===== config.mk =====
export PLATFORM = sky130hd
export DESIGN_NAME = sorted_priority_queue_flat
export DESIGN_NICKNAME = d
export VERILOG_FILES = /design/src/design/spq_pkg.sv /design/src/design/spq_req_if.sv /design/src/design/spq_rsp_if.sv /design/src/design/spq_ctrl.sv /design/src/design/spq_datapath.sv /design/src/design/sorted_priority_queue.sv /design/src/flat_wrapper.sv
export VERILOG_INCLUDE_DIRS = /design/src /design/src/design
export SDC_FILE = /design/constraint.sdc
export NUM_CORES = 2
export LEC_CHECK = 0
export ABC_AREA = 0
export BUFFER_PORTS_ARGS = -buffer_cell sky130_fd_sc_hd__buf_2
export CELL_PAD_IN_SITES_DETAIL_PLACEMENT = 1
export CELL_PAD_IN_SITES_GLOBAL_PLACEMENT = 1
export CORE_ASPECT_RATIO = 1.2
export CORE_MARGIN = 2
export CORE_UTILIZATION = 45
export CTS_BUF_LIST = sky130_fd_sc_hd__clkbuf_8 sky130_fd_sc_hd__clkbuf_16
export CTS_CLUSTER_DIAMETER = 100
export DETAILED_ROUTE_END_ITERATION = 6
export PLACE_DENSITY_LB_ADDON = 0.1
export SETUP_SLACK_MARGIN = 0.2
export SYNTH_ARGS = -nofsm -noshare
export SYNTH_HDL_FRONTEND = slang
export SYNTH_SLANG_ARGS = --single-unit

===== constraint.sdc =====
create_clock -name clk -period 12.8 [get_ports clk]
set_input_delay 1.28 -clock clk [delete_from_list [all_inputs] [get_ports clk]]
set_output_delay 1.28 -clock clk [all_outputs]
set_load 0.01 [all_outputs]

===== src/design/assert_macros.svh =====
// ----------------------------------------------------------------------------
// Assertion macros
// Shared wrappers for concurrent assertions on clk, disabled during reset.
// ----------------------------------------------------------------------------
`ifndef ASSERT_MACROS_SVH
`define ASSERT_MACROS_SVH

// Same-cycle implication: whenever ante holds, cons holds too.
`define SPQ_ASSERT_IMPL(name, ante, cons, msg) \
	name: assert property (@(posedge clk) disable iff (!arst_n) (ante) |-> (cons)) \
		else $error(msg);

// Next-cycle implication: whenever ante holds, cons holds in the next cycle.
`define SPQ_ASSERT_NEXT(name, ante, cons, msg) \
	name: assert property (@(posedge clk) disable iff (!arst_n) (ante) |=> (cons)) \
		else $error(msg);

`endif


===== src/design/spq_pkg.sv =====
`timescale 1ns / 1ps
// ----------------------------------------------------------------------------
// spq_pkg
// Types and constants shared by the sorted priority queue modules.
// ----------------------------------------------------------------------------
package spq_pkg;

	// Queue depth and the width of the entry counter (holds 0..CAPACITY)
	localparam int CAPACITY = 16;
	localparam int CNT_W    = $clog2(CAPACITY + 1);
	localparam int DATA_W   = 32;
	localparam int OCC_W    = 5;

	// Operation codes
	localparam logic CMD_ENQ = 1'b0;
	localparam logic CMD_DEQ = 1'b1;

	// Result status codes
	typedef enum logic [1:0] {
		STATUS_OK    = 2'd0,
		STATUS_EMPTY = 2'd1,
		STATUS_FULL  = 2'd2
	} status_t;

	// Controller to datapath commands
	typedef struct packed {
		logic load;   // capture the request payload
		logic exec;   // apply the operation and load the result register
	} spq_ctl_t;

	// Datapath to top status
	typedef struct packed {
		logic full;
		logic empty;
	} spq_stat_t;

endpackage


===== src/design/spq_req_if.sv =====
`timescale 1ns / 1ps
// ----------------------------------------------------------------------------
// spq_req_if
// Request channel: one enqueue or dequeue operation per transfer.
// ----------------------------------------------------------------------------
interface spq_req_if;
	logic               valid;
	logic               ready;
	logic               cmd;
	logic signed [31:0] item_data;
	logic signed [31:0] item_priority;

	modport source (output valid, output cmd, output item_data, output item_priority,
		input ready);
	modport sink (input valid, input cmd, input item_data, input item_priority,
		output ready);
endinterface


===== src/design/spq_rsp_if.sv =====
`timescale 1ns / 1ps
// ----------------------------------------------------------------------------
// spq_rsp_if
// Response channel: one result per operation.
// ----------------------------------------------------------------------------
interface spq_rsp_if;
	logic               valid;
	logic               ready;
	logic [1:0]         status;
	logic signed [31:0] popped_data;
	logic signed [31:0] head_data;
	logic               head_valid;
	logic [4:0]         occupancy;

	modport source (output valid, output status, output popped_data, output head_data,
		output head_valid, output occupancy, input ready);
	modport sink (input valid, input status, input popped_data, input head_data,
		input head_valid, input occupancy, output ready);
endinterface


===== src/design/spq_ctrl.sv =====
`timescale 1ns / 1ps
// ----------------------------------------------------------------------------
// spq_ctrl
// Handshake controller: captures a request, then applies it once the
// result register is free.
// ----------------------------------------------------------------------------
module spq_ctrl (
	input  logic              clk,
	input  logic              arst_n,
	input  logic              req_valid,
	output logic              req_ready,
	output logic              rsp_valid,
	input  logic              rsp_ready,
	output spq_pkg::spq_ctl_t ctl
);
	import spq_pkg::*;

	typedef enum logic [1:0] {
		ST_IDLE = 2'b01,
		ST_EXEC = 2'b10
	} state_t;

	state_t state_q, state_nxt;
	logic   rsp_valid_q;
	logic   rsp_free;

	// Result slot can take a new result when empty or being drained
	assign rsp_free = !rsp_valid_q || rsp_ready;

	// Next state and commands
	always_comb begin
		state_nxt = state_q;
		req_ready = 1'b0;
		ctl       = '0;
		case (state_q)
			ST_IDLE: begin
				req_ready = 1'b1;
				if (req_valid) begin
					ctl.load  = 1'b1;
					state_nxt = ST_EXEC;
				end
			end
			ST_EXEC: begin
				if (rsp_free) begin
					ctl.exec  = 1'b1;
					state_nxt = ST_IDLE;
				end
			end
			default: begin
				state_nxt = ST_IDLE;
			end
		endcase
	end

	always_ff @(posedge clk or negedge arst_n) begin
		if (!arst_n) begin
			state_q     <= ST_IDLE;
			rsp_valid_q <= 1'b0;
		end else begin
			state_q <= state_nxt;
			if (ctl.exec) begin
				rsp_valid_q <= 1'b1;
			end else if (rsp_ready) begin
				rsp_valid_q <= 1'b0;
			end
		end
	end

	assign rsp_valid = rsp_valid_q;

endmodule


===== src/design/spq_datapath.sv =====
`timescale 1ns / 1ps
// ----------------------------------------------------------------------------
// spq_datapath
// Sorted cell array with per-cell compare-and-shift, entry counter and
// result register.
// ----------------------------------------------------------------------------
module spq_datapath (
	input  logic               clk,
	input  logic               arst_n,
	input  spq_pkg::spq_ctl_t  ctl,
	output spq_pkg::spq_stat_t stat,
	input  logic               req_cmd,
	input  logic signed [31:0] req_data,
	input  logic signed [31:0] req_prio,
	output logic [1:0]         rsp_status,
	output logic signed [31:0] rsp_popped,
	output logic signed [31:0] rsp_head,
	output logic               rsp_head_valid,
	output logic [4:0]         rsp_occupancy
);
	import spq_pkg::*;

	// Captured operation
	logic                     op_cmd_q;
	logic signed [DATA_W-1:0] op_data_q;
	logic signed [DATA_W-1:0] op_prio_q;

	// Cells, head at index 0; contents above the count are don't-care
	logic signed [DATA_W-1:0] cell_data_q [CAPACITY];
	logic signed [DATA_W-1:0] cell_prio_q [CAPACITY];
	logic [CNT_W-1:0]         count_q;

	// Per-cell compare and candidate next values
	logic [CAPACITY-1:0]      above;
	logic signed [DATA_W-1:0] enq_data [CAPACITY];
	logic signed [DATA_W-1:0] enq_prio [CAPACITY];
	logic signed [DATA_W-1:0] deq_data [CAPACITY];
	logic signed [DATA_W-1:0] deq_prio [CAPACITY];

	logic                     enq_ok, deq_ok;
	logic [CNT_W-1:0]         count_nxt;
	logic signed [DATA_W-1:0] head_nxt;
	status_t                  status_nxt;

	// Result register
	status_t                  res_status_q;
	logic signed [DATA_W-1:0] res_popped_q;
	logic signed [DATA_W-1:0] res_head_q;
	logic                     res_head_valid_q;
	logic [OCC_W-1:0]         res_occ_q;

	// Each cell: stay if strictly higher priority, else take new item or shift down
	for (genvar i = 0; i < CAPACITY; i++) begin : g_cell
		assign above[i] = (CNT_W'(i) < count_q) && (cell_prio_q[i] > op_prio_q);

		if (i == 0) begin : g_first
			assign enq_data[i] = above[i] ? cell_data_q[i] : op_data_q;
			assign enq_prio[i] = above[i] ? cell_prio_q[i] : op_prio_q;
		end else begin : g_rest
			assign enq_data[i] = above[i]   ? cell_data_q[i] :
			                     above[i-1] ? op_data_q      : cell_data_q[i-1];
			assign enq_prio[i] = above[i]   ? cell_prio_q[i] :
			                     above[i-1] ? op_prio_q      : cell_prio_q[i-1];
		end

		if (i == CAPACITY - 1) begin : g_last
			assign deq_data[i] = cell_data_q[i];
			assign deq_prio[i] = cell_prio_q[i];
		end else begin : g_mid
			assign deq_data[i] = cell_data_q[i+1];
			assign deq_prio[i] = cell_prio_q[i+1];
		end
	end

	// Operation outcome
	always_comb begin
		enq_ok     = (op_cmd_q == CMD_ENQ) && (count_q != CNT_W'(CAPACITY));
		deq_ok     = (op_cmd_q == CMD_DEQ) && (count_q != '0);
		count_nxt  = count_q;
		head_nxt   = cell_data_q[0];
		status_nxt = STATUS_OK;
		if (enq_ok) begin
			count_nxt = count_q + CNT_W'(1);
			head_nxt  = enq_data[0];
		end else if (deq_ok) begin
			count_nxt = count_q - CNT_W'(1);
			head_nxt  = deq_data[0];
		end else if (op_cmd_q == CMD_ENQ) begin
			status_nxt = STATUS_FULL;
		end else begin
			status_nxt = STATUS_EMPTY;
		end
	end

	// Entry counter
	always_ff @(posedge clk or negedge arst_n) begin
		if (!arst_n) begin
			count_q <= '0;
		end else if (ctl.exec) begin
			count_q <= count_nxt;
		end
	end

	// Operation capture, cell update and result register
	always_ff @(posedge clk) begin
		if (ctl.load) begin
			op_cmd_q  <= req_cmd;
			op_data_q <= req_data;
			op_prio_q <= req_prio;
		end
		if (ctl.exec) begin
			for (int k = 0; k < CAPACITY; k++) begin
				if (enq_ok) begin
					cell_data_q[k] <= enq_data[k];
					cell_prio_q[k] <= enq_prio[k];
				end else if (deq_ok) begin
					cell_data_q[k] <= deq_data[k];
					cell_prio_q[k] <= deq_prio[k];
				end
			end
			res_status_q     <= status_nxt;
			res_popped_q     <= deq_ok ? cell_data_q[0] : '0;
			res_head_q       <= (count_nxt != '0) ? head_nxt : '0;
			res_head_valid_q <= (count_nxt != '0);
			res_occ_q        <= OCC_W'(count_nxt);
		end
	end

	assign stat.full  = (count_q == CNT_W'(CAPACITY));
	assign stat.empty = (count_q == '0);

	assign rsp_status     = res_status_q;
	assign rsp_popped     = res_popped_q;
	assign rsp_head       = res_head_q;
	assign rsp_head_valid = res_head_valid_q;
	assign rsp_occupancy  = res_occ_q;

endmodule


===== src/design/sorted_priority_queue.sv =====
`timescale 1ns / 1ps
// Sorted priority queue of spq_pkg::CAPACITY entries (data and signed priority),
// kept in descending priority order in a row of compare-and-shift cells; among
// equal priorities the newest entry is served first. Each request (enqueue or
// dequeue) is first captured, then applied in a step in which every cell shifts
// in parallel, comparing against the new priority on an enqueue. A result holds
// in an output register until taken; the next request is accepted meanwhile, but
// its update waits until that register is free. Enqueue on a full queue, dequeue
// on an empty one, leave the contents unchanged and report full or empty status.
// ----------------------------------------------------------------------------
// sorted_priority_queue
// Top level: controller, cell-array datapath and assertions.
// ----------------------------------------------------------------------------
`include "assert_macros.svh"

module sorted_priority_queue (
	input logic       clk,
	input logic       arst_n,
	spq_req_if.sink   req,
	spq_rsp_if.source rsp
);
	import spq_pkg::*;

	spq_ctl_t  ctl;
	spq_stat_t stat;

	// Handshake controller
	spq_ctrl u_ctrl (
		.clk       (clk),
		.arst_n    (arst_n),
		.req_valid (req.valid),
		.req_ready (req.ready),
		.rsp_valid (rsp.valid),
		.rsp_ready (rsp.ready),
		.ctl       (ctl)
	);

	// Cell array and result register
	spq_datapath u_datapath (
		.clk            (clk),
		.arst_n         (arst_n),
		.ctl            (ctl),
		.stat           (stat),
		.req_cmd        (req.cmd),
		.req_data       (req.item_data),
		.req_prio       (req.item_priority),
		.rsp_status     (rsp.status),
		.rsp_popped     (rsp.popped_data),
		.rsp_head       (rsp.head_data),
		.rsp_head_valid (rsp.head_valid),
		.rsp_occupancy  (rsp.occupancy)
	);

	// One request at a time: no accept right after an accept
	`SPQ_ASSERT_NEXT(a_one_in_flight, req.valid && req.ready, !req.ready, "back-to-back accept")
	// Pending result's head_valid agrees with the live empty flag
	`SPQ_ASSERT_IMPL(a_head_matches, rsp.valid, rsp.head_valid == !stat.empty, "head_valid stale")
	// Full status only when the queue holds CAPACITY entries
	`SPQ_ASSERT_IMPL(a_full_occ, rsp.valid && rsp.status == STATUS_FULL, rsp.occupancy == OCC_W'(CAPACITY) && stat.full, "full status with room left")
	// Empty status only on an empty queue and with nothing popped
	`SPQ_ASSERT_IMPL(a_empty_pop, rsp.valid && rsp.status == STATUS_EMPTY, !rsp.head_valid && rsp.popped_data == '0, "empty status inconsistent")

endmodule

===== src/flat_wrapper.sv =====
// flat-port wrapper written by rule: the top's interface ports become plain ports
module sorted_priority_queue_flat import spq_pkg::*;
  (clk, arst_n, req_valid, req_cmd, req_item_data, req_item_priority, req_ready, rsp_valid, rsp_status, rsp_popped_data, rsp_head_data, rsp_head_valid, rsp_occupancy, rsp_ready);
  spq_req_if req_i ();
  spq_rsp_if rsp_i ();
  input logic clk;
  input logic arst_n;
  input wire logic [$bits(req_i.valid)-1:0] req_valid;
  input wire logic [$bits(req_i.cmd)-1:0] req_cmd;
  input wire logic [$bits(req_i.item_data)-1:0] req_item_data;
  input wire logic [$bits(req_i.item_priority)-1:0] req_item_priority;
  output wire logic [$bits(req_i.ready)-1:0] req_ready;
  output wire logic [$bits(rsp_i.valid)-1:0] rsp_valid;
  output wire logic [$bits(rsp_i.status)-1:0] rsp_status;
  output wire logic [$bits(rsp_i.popped_data)-1:0] rsp_popped_data;
  output wire logic [$bits(rsp_i.head_data)-1:0] rsp_head_data;
  output wire logic [$bits(rsp_i.head_valid)-1:0] rsp_head_valid;
  output wire logic [$bits(rsp_i.occupancy)-1:0] rsp_occupancy;
  input wire logic [$bits(rsp_i.ready)-1:0] rsp_ready;
  assign req_i.valid = req_valid;
  assign req_i.cmd = req_cmd;
  assign req_i.item_data = req_item_data;
  assign req_i.item_priority = req_item_priority;
  assign req_ready = req_i.ready;
  assign rsp_valid = rsp_i.valid;
  assign rsp_status = rsp_i.status;
  assign rsp_popped_data = rsp_i.popped_data;
  assign rsp_head_data = rsp_i.head_data;
  assign rsp_head_valid = rsp_i.head_valid;
  assign rsp_occupancy = rsp_i.occupancy;
  assign rsp_i.ready = rsp_ready;
  sorted_priority_queue u_core (.clk(clk), .arst_n(arst_n), .req(req_i), .rsp(rsp_i));
endmodule

# Yosys cells after proc, flatten, opt, wreduce, memory -nomap -nowiden
# Memory sizes are Yosys's and may differ from the RTL's.
# Index checks and enable logic that the tools add are counted.
classes:
  addsub: 2
  n_mux: 116
  eq_ne: 5
  bitwise_logic: 33
  order_cmp: 32
  n_reduce_logical: 25
ops:
  columns: ["cell", "count"]
  rows:
  - ["$mux 32", 96]
  - ["$gt 32x32->1", 16]
  - ["$lt 4x5->1 const A", 8]
  - ["$or 1x1->1", 32]
  - ["$lt 3x5->1 const A", 4]
  - ["$logic_and 1x1->1", 18]
  - ["$mux 1", 14]
  - ["$lt 1x5->1 const A", 2]
  - ["$lt 2x5->1 const A", 2]
  - ["$mux 5", 2]
  - ["$reduce_bool 5->1", 2]
  - ["$mux 2", 3]
  - ["$add 5x1->5 const B", 1]
  - ["$ne 5x5->1 const B", 1]
  - ["$sub 5x1->5 const B", 1]
  - ["$ne 2x2->1 const B", 2]
  - ["$pmux 2 s2", 1]
  - ["$eq 2x1->1 const B", 1]
  - ["$eq 2x2->1 const B", 1]
  - ["$reduce_and 2->1", 1]
  - ["$reduce_bool 2->1", 1]
  - ["$reduce_or 2->1", 1]
  - ["$logic_not 1->1", 1]
  - ["$logic_or 1x1->1", 1]
  - ["$not 1->1", 1]
totals:
  wordCells: 226
  inputBits: 69
  output_inout_bits: 74
  reg_bits: 145
  memories: 2
  mem_bits_rw: 1024
memory_table:
  columns: ["name", "words", "word_bits", "read_ports", "rd_ports_with_merged_regs", "wr", "line", "rtl"]
  rows:
  - ["u_core.u_datapath.cell_data_q", 16, 32, 16, 0, 16, "spq_datapath.sv:29", "logic signed [DATA_W-1:0] cell_data_q [CAPACITY];"]
  - ["u_core.u_datapath.cell_prio_q", 16, 32, 16, 0, 16, "spq_datapath.sv:30", "logic signed [DATA_W-1:0] cell_prio_q [CAPACITY];"]

# Depth between registers and ports, before layout
depth:
  word_depth: 7
  ltp_mapped: 13
  mapped_depth_nobuf: 9

# By module
# From an unflattened synthesis, not the netlist that was laid out.
hier_totals:
  hier_cells: 6381
  area_unflattened_um2: 67497.2
modules_own_cells:
  columns: ["mod", "seq_area_each_um2", "cells_per_inst", "area_each_um2", "instances"]
  rows:
  - ["spq_datapath", 34988.6, 6369, 67362.1, 1]
  - ["spq_ctrl", 76.3, 12, 135.1, 1]

# Least setup slack after synthesis
# OpenSTA, ideal clock, no wires.
synth_timing:
  path_kind: "input -> register"
  startpoint: "in rsp_ready"
  endpoint: "mem u_core.u_datapath.cell_data_q[5][0] (netlist: u_core.u_datapath.cell_data_q[0][160]) (enable)"
  arrival_time_ps: 8814
  setup_slack_ps: 3479
  path_buffers: 1
  setup_time_ps: 507
  required_time_ps: 12293
  stages: 5
  path_cell_list: "nor2b_1 -> nor2_1 -> nand2_1 -> clkbuf_1 -> a21oi_1"
synth_lines:
  columns: ["item", "line", "rtl"]
  rows:
  - ["start: declaration", "flat_wrapper.sv:19", "input wire logic [$bits(rsp_i.ready)-1:0] rsp_ready;"]
  - ["end: declaration", "spq_datapath.sv:29", null]

==> flow_summary.toml <==
[cells_and_area]
drive_gt1_frac = 0.1185
final_util = 0.4959
multiInputGateArea_sq_mm = 0.03099
fin_nets = 6277
syn_to_final_growth_pct = 9.290
fill_cells = 15630
ff_latch_area_sq_mm = 0.03506

[global_routing]
grt_pass1_vias = 57680
grt_pass1_wl_um = 406300
overflow = 0
grt_max_degree = 225
antenna_found_initial = 4
track_usage = 0.3573

[power]
seqPwrFrac = 0.393
p_int_w = 0.008268
powerDensity_mw_per_mm2 = 173.9
p_comb_frac = 0.307
p_leak_nw = 26.59
sw_frac_of_total = 0.3647
peakVddDrop_uv = 151.4
power_switching_w = 0.004746
clkPwrFrac = 0.299

[clock_network]
postCtsSetupRepairBufs = 0
cts_made_buffers = 138
ctsLongestPathBuffers = 3
htreeDepth = 4
ctsResizeCount = 0
cts_tree = "done"
numClockSinks = 1169
cts-root-buf = "clkbuf_16"
cts_hold_buf = 0
path_clk_slew_ns = 0.07
insertion_delay_ns = 0.83

[drt]
wl_per_cell_um = 36.41
avgViaCountPerCell = 7.262
drtIter0Drc = 6170
vias = 56510
routed_wl_um = 283300
ant_nets = 0
drc_errors = 0
detail_route.first_pass.iterations = 6

[floorplanning]
die_w_um = 360.0
dieArea_sq_mm = 0.1553
num_io_pins = 143
start_util = 0.4537
die_h_um = 431.3
coreArea_sq_mm = 0.1509
fp-row-count = 156

[critical_path]
required_ns = 13.34
arrival_ns = 6.37
setup.worst_path.start_class = "flip-flop"
endpoint_kind = "flip-flop"
critPathKind = "reg2reg"
path_max_fanout = 224

[run_status]
status = "finished clean"

[timing]
worstMarginPinSlew_ns = 1.431
rsz0062_at_grt = "no"
period_needed_ns = 5.835
setup_viol = 0
setup-tns-final_ns = 0
clock_skew_ns = 0.04438
hold_viol = 0
slew_violations = 0
fmax_mhz = 171.4
slew-limit-headroom = 0.03848
final.period_utilization = 0.4559
holdWs_ns = 0.3377

[synthesis]
synth_cell_types = 69
synth_edf_count = 1161
syn-mean-instance-area_sq_um = 11.74
synth_nets = 6414
synth_cells = 5830
syn-cell-area_sq_mm = 0.06846
ys_seq_elements = 1169
ys.flop_type = "edfxtp_1"
synth_area_leaders = "edfxtp_1 (51%), ha_1 (9.4%), a221o_1 (7.6%)"
yosys.area.top_type_share = 0.5093
yosysTopAreaCell = "edfxtp_1"
synth-seq-area-share = 0.5122
ys.warnings.count = 0
synthArstFlopShare = 0.006843

[worst_hold_path]
hp-class = "in2async"

[placed_design]
hpwl_um = 182100
routabilityCongestion = 0.9308
port_buffers = 142

[flow_run]
maxCapViolCount = 0
==> cells in the mapped netlist, types with 7 or more instances <==
cell and instances:
buf_1 8, o211ai_1 16, a32oi_1 320, buf_4 50
o21a_1 10, buf_12 7, o31ai_1 77, a31oi_1 16
inv_2 31, mux2_2 130, o31a_1 9, buf_2 188
a21o_1 53, or4_1 8, a221o_1 522, ha_1 515
nor4_1 28, dfrtp_1 7, nor2_1 163, a2111oi_0 11
o211a_1 32, nor3_1 259, and3_1 42, and2_1 45
o21ai_0 271, nor2b_1 20, a21oi_1 303, o21ai_1 50
nand4_1 226, nand2_1 390, a311oi_1 7, nor3b_1 266
inv_1 44, clkbuf_1 287, mux2i_1 65, nand3_1 90
and4_1 21, edfxtp_1 1161, nand2b_1 10
==> cells in the final DEF, fill, tap and decap left out, types with 27 or more instances in the layout <==
cell       count
clkbuf_16    141
o21ai_0      271
inv_1         76
ha_1         515
o31ai_1       67
clkinv_1      32
o21ai_1       50
a21o_1        53
nor4_1        27
nor3_1       258
edfxtp_1    1161
nor3b_1      266
and3_1        42
nor2_1       154
a221o_1      522
a21oi_1      298
nand2_1      388
mux2_2       130
buf_4        120
a32oi_1      320
mux2i_1       65
nand4_1      226
and2_1        35
nand3_1       86
o211a_1       32
inv_2         31
buf_2        143
==> cells by family after synthesis <==
kind of cell | count (synthesis) | synth area share
xor gates and xnor gates | 5 | 0.0006398
buffers and inverters | 619 | 0.04222
muxes | 196 | 0.03111
DFF | 1169 | 0.5122
AOI/OAI and AO/OA | 1741 | 0.1952
and+or+nand+nor | 1585 | 0.1244
adders and majority gates | 515 | 0.09413
==> registers in the layout, indices dropped and copies added, names as in the netlist <==
name	flops
u_core.u_datapath.op_cmd_q	1
u_core.u_datapath.count_q	5
u_core.u_datapath.rsp_occupancy	5
u_core.u_datapath.op_prio_q	32
u_core.u_datapath.rsp_popped	32
u_core.u_datapath.rsp_status	2
u_core.u_datapath.cell_prio_q	512
u_core.u_datapath.rsp_head	32
u_core.u_datapath.cell_data_q	512
u_core.u_ctrl.state_q	2
u_core.u_datapath.op_data_q	32
u_core.u_datapath.rsp_head_valid	1
u_core.u_ctrl.rsp_valid	1
==> metal layers <==
| layer | vias to the layer above | part of all wire | track usage |
|---|---|---|---|
| met1 | 29250 | 0.37 | 0.4207 |
| met5 | - | 0 | 0 |
| li1 | 23670 | - | - |
| met4 | 0 | 0.075 | 0.2406 |
| met3 | 880 | 0.067 | 0.05497 |
| met2 | 2714 | 0.48 | 0.6037 |
==> power by group through the flow <==
stage	registers (W)	clock network [W]	logic, W
after floorplan	0.00504	0	0.00258
after global placement	0.00517	0	0.00378
after detailed placement	0.00518	0	0.00391
after CTS	0.00510	0.00393	0.00393
after global routing	0.00513	0.00405	0.00423
final	0.00512	0.00390	0.00400
==> final timing paths <==
check / startpoint / cells after the start / slack (ns) / endpoint
max: u_core.u_datapath.count_q[4] / 11 / 6.97 / u_core.u_datapath.cell_data_q[1][114]
min: arst_n / 1 / 0.34 / u_core.u_datapath.count_q[2]
max reg2reg: u_core.u_datapath.count_q[4] / 11 / 6.97 / u_core.u_datapath.cell_data_q[1][114]
min reg2reg: u_core.u_datapath.cell_data_q[1][255] / 1 / 0.52 / u_core.u_datapath.cell_data_q[1][223]
max in group asynchronous: arst_n / 1 / 12.16 / u_core.u_ctrl.state_q[0]
min in group clk: u_core.u_datapath.cell_data_q[1][255] / 1 / 0.52 / u_core.u_datapath.cell_data_q[1][223]
==> stage by stage <==
stage	cells	setup slack, ns	area (sq um)	power [W]
3_3_place_gp	7527	6.403	70500	0.008957
6_report	7782	6.965	74820	0.01301
3_5_place_dp	7528	7.095	70500	0.009088
2_1_floorplan	5830	3.479	68460	0.007613
5_1_grt	7781	6.738	74810	0.01341
4_1_cts	7779	7.088	74810	0.01296
==> worst max-delay path: stages, from the launching register on <==
cell and delay [ns]:
dfrtp_1 0.95, nor3_4 0.18, nand2_2 0.12, buf_4 0.39
nand2_2 0.40, nor3_4 0.27, buf_4 0.40, buf_4 0.55
buf_12 0.69, buf_4 0.93, nor3b_1 0.13, a221o_1 0.31
==> final cells by class <==
cell class / instances / area share
clock inverter: 107 / 0.009817
antenna: 3 / 0.0001003
clock buffer: 144 / 0.04771
multi-input combinational: 4042 / 0.4142
inverter: 75 / 0.003763
timing repair buffer: 267 / 0.02268
sequential: 1169 / 0.4687
tap: 1975 / 0.03303
(Power assumes the default switching activity.)
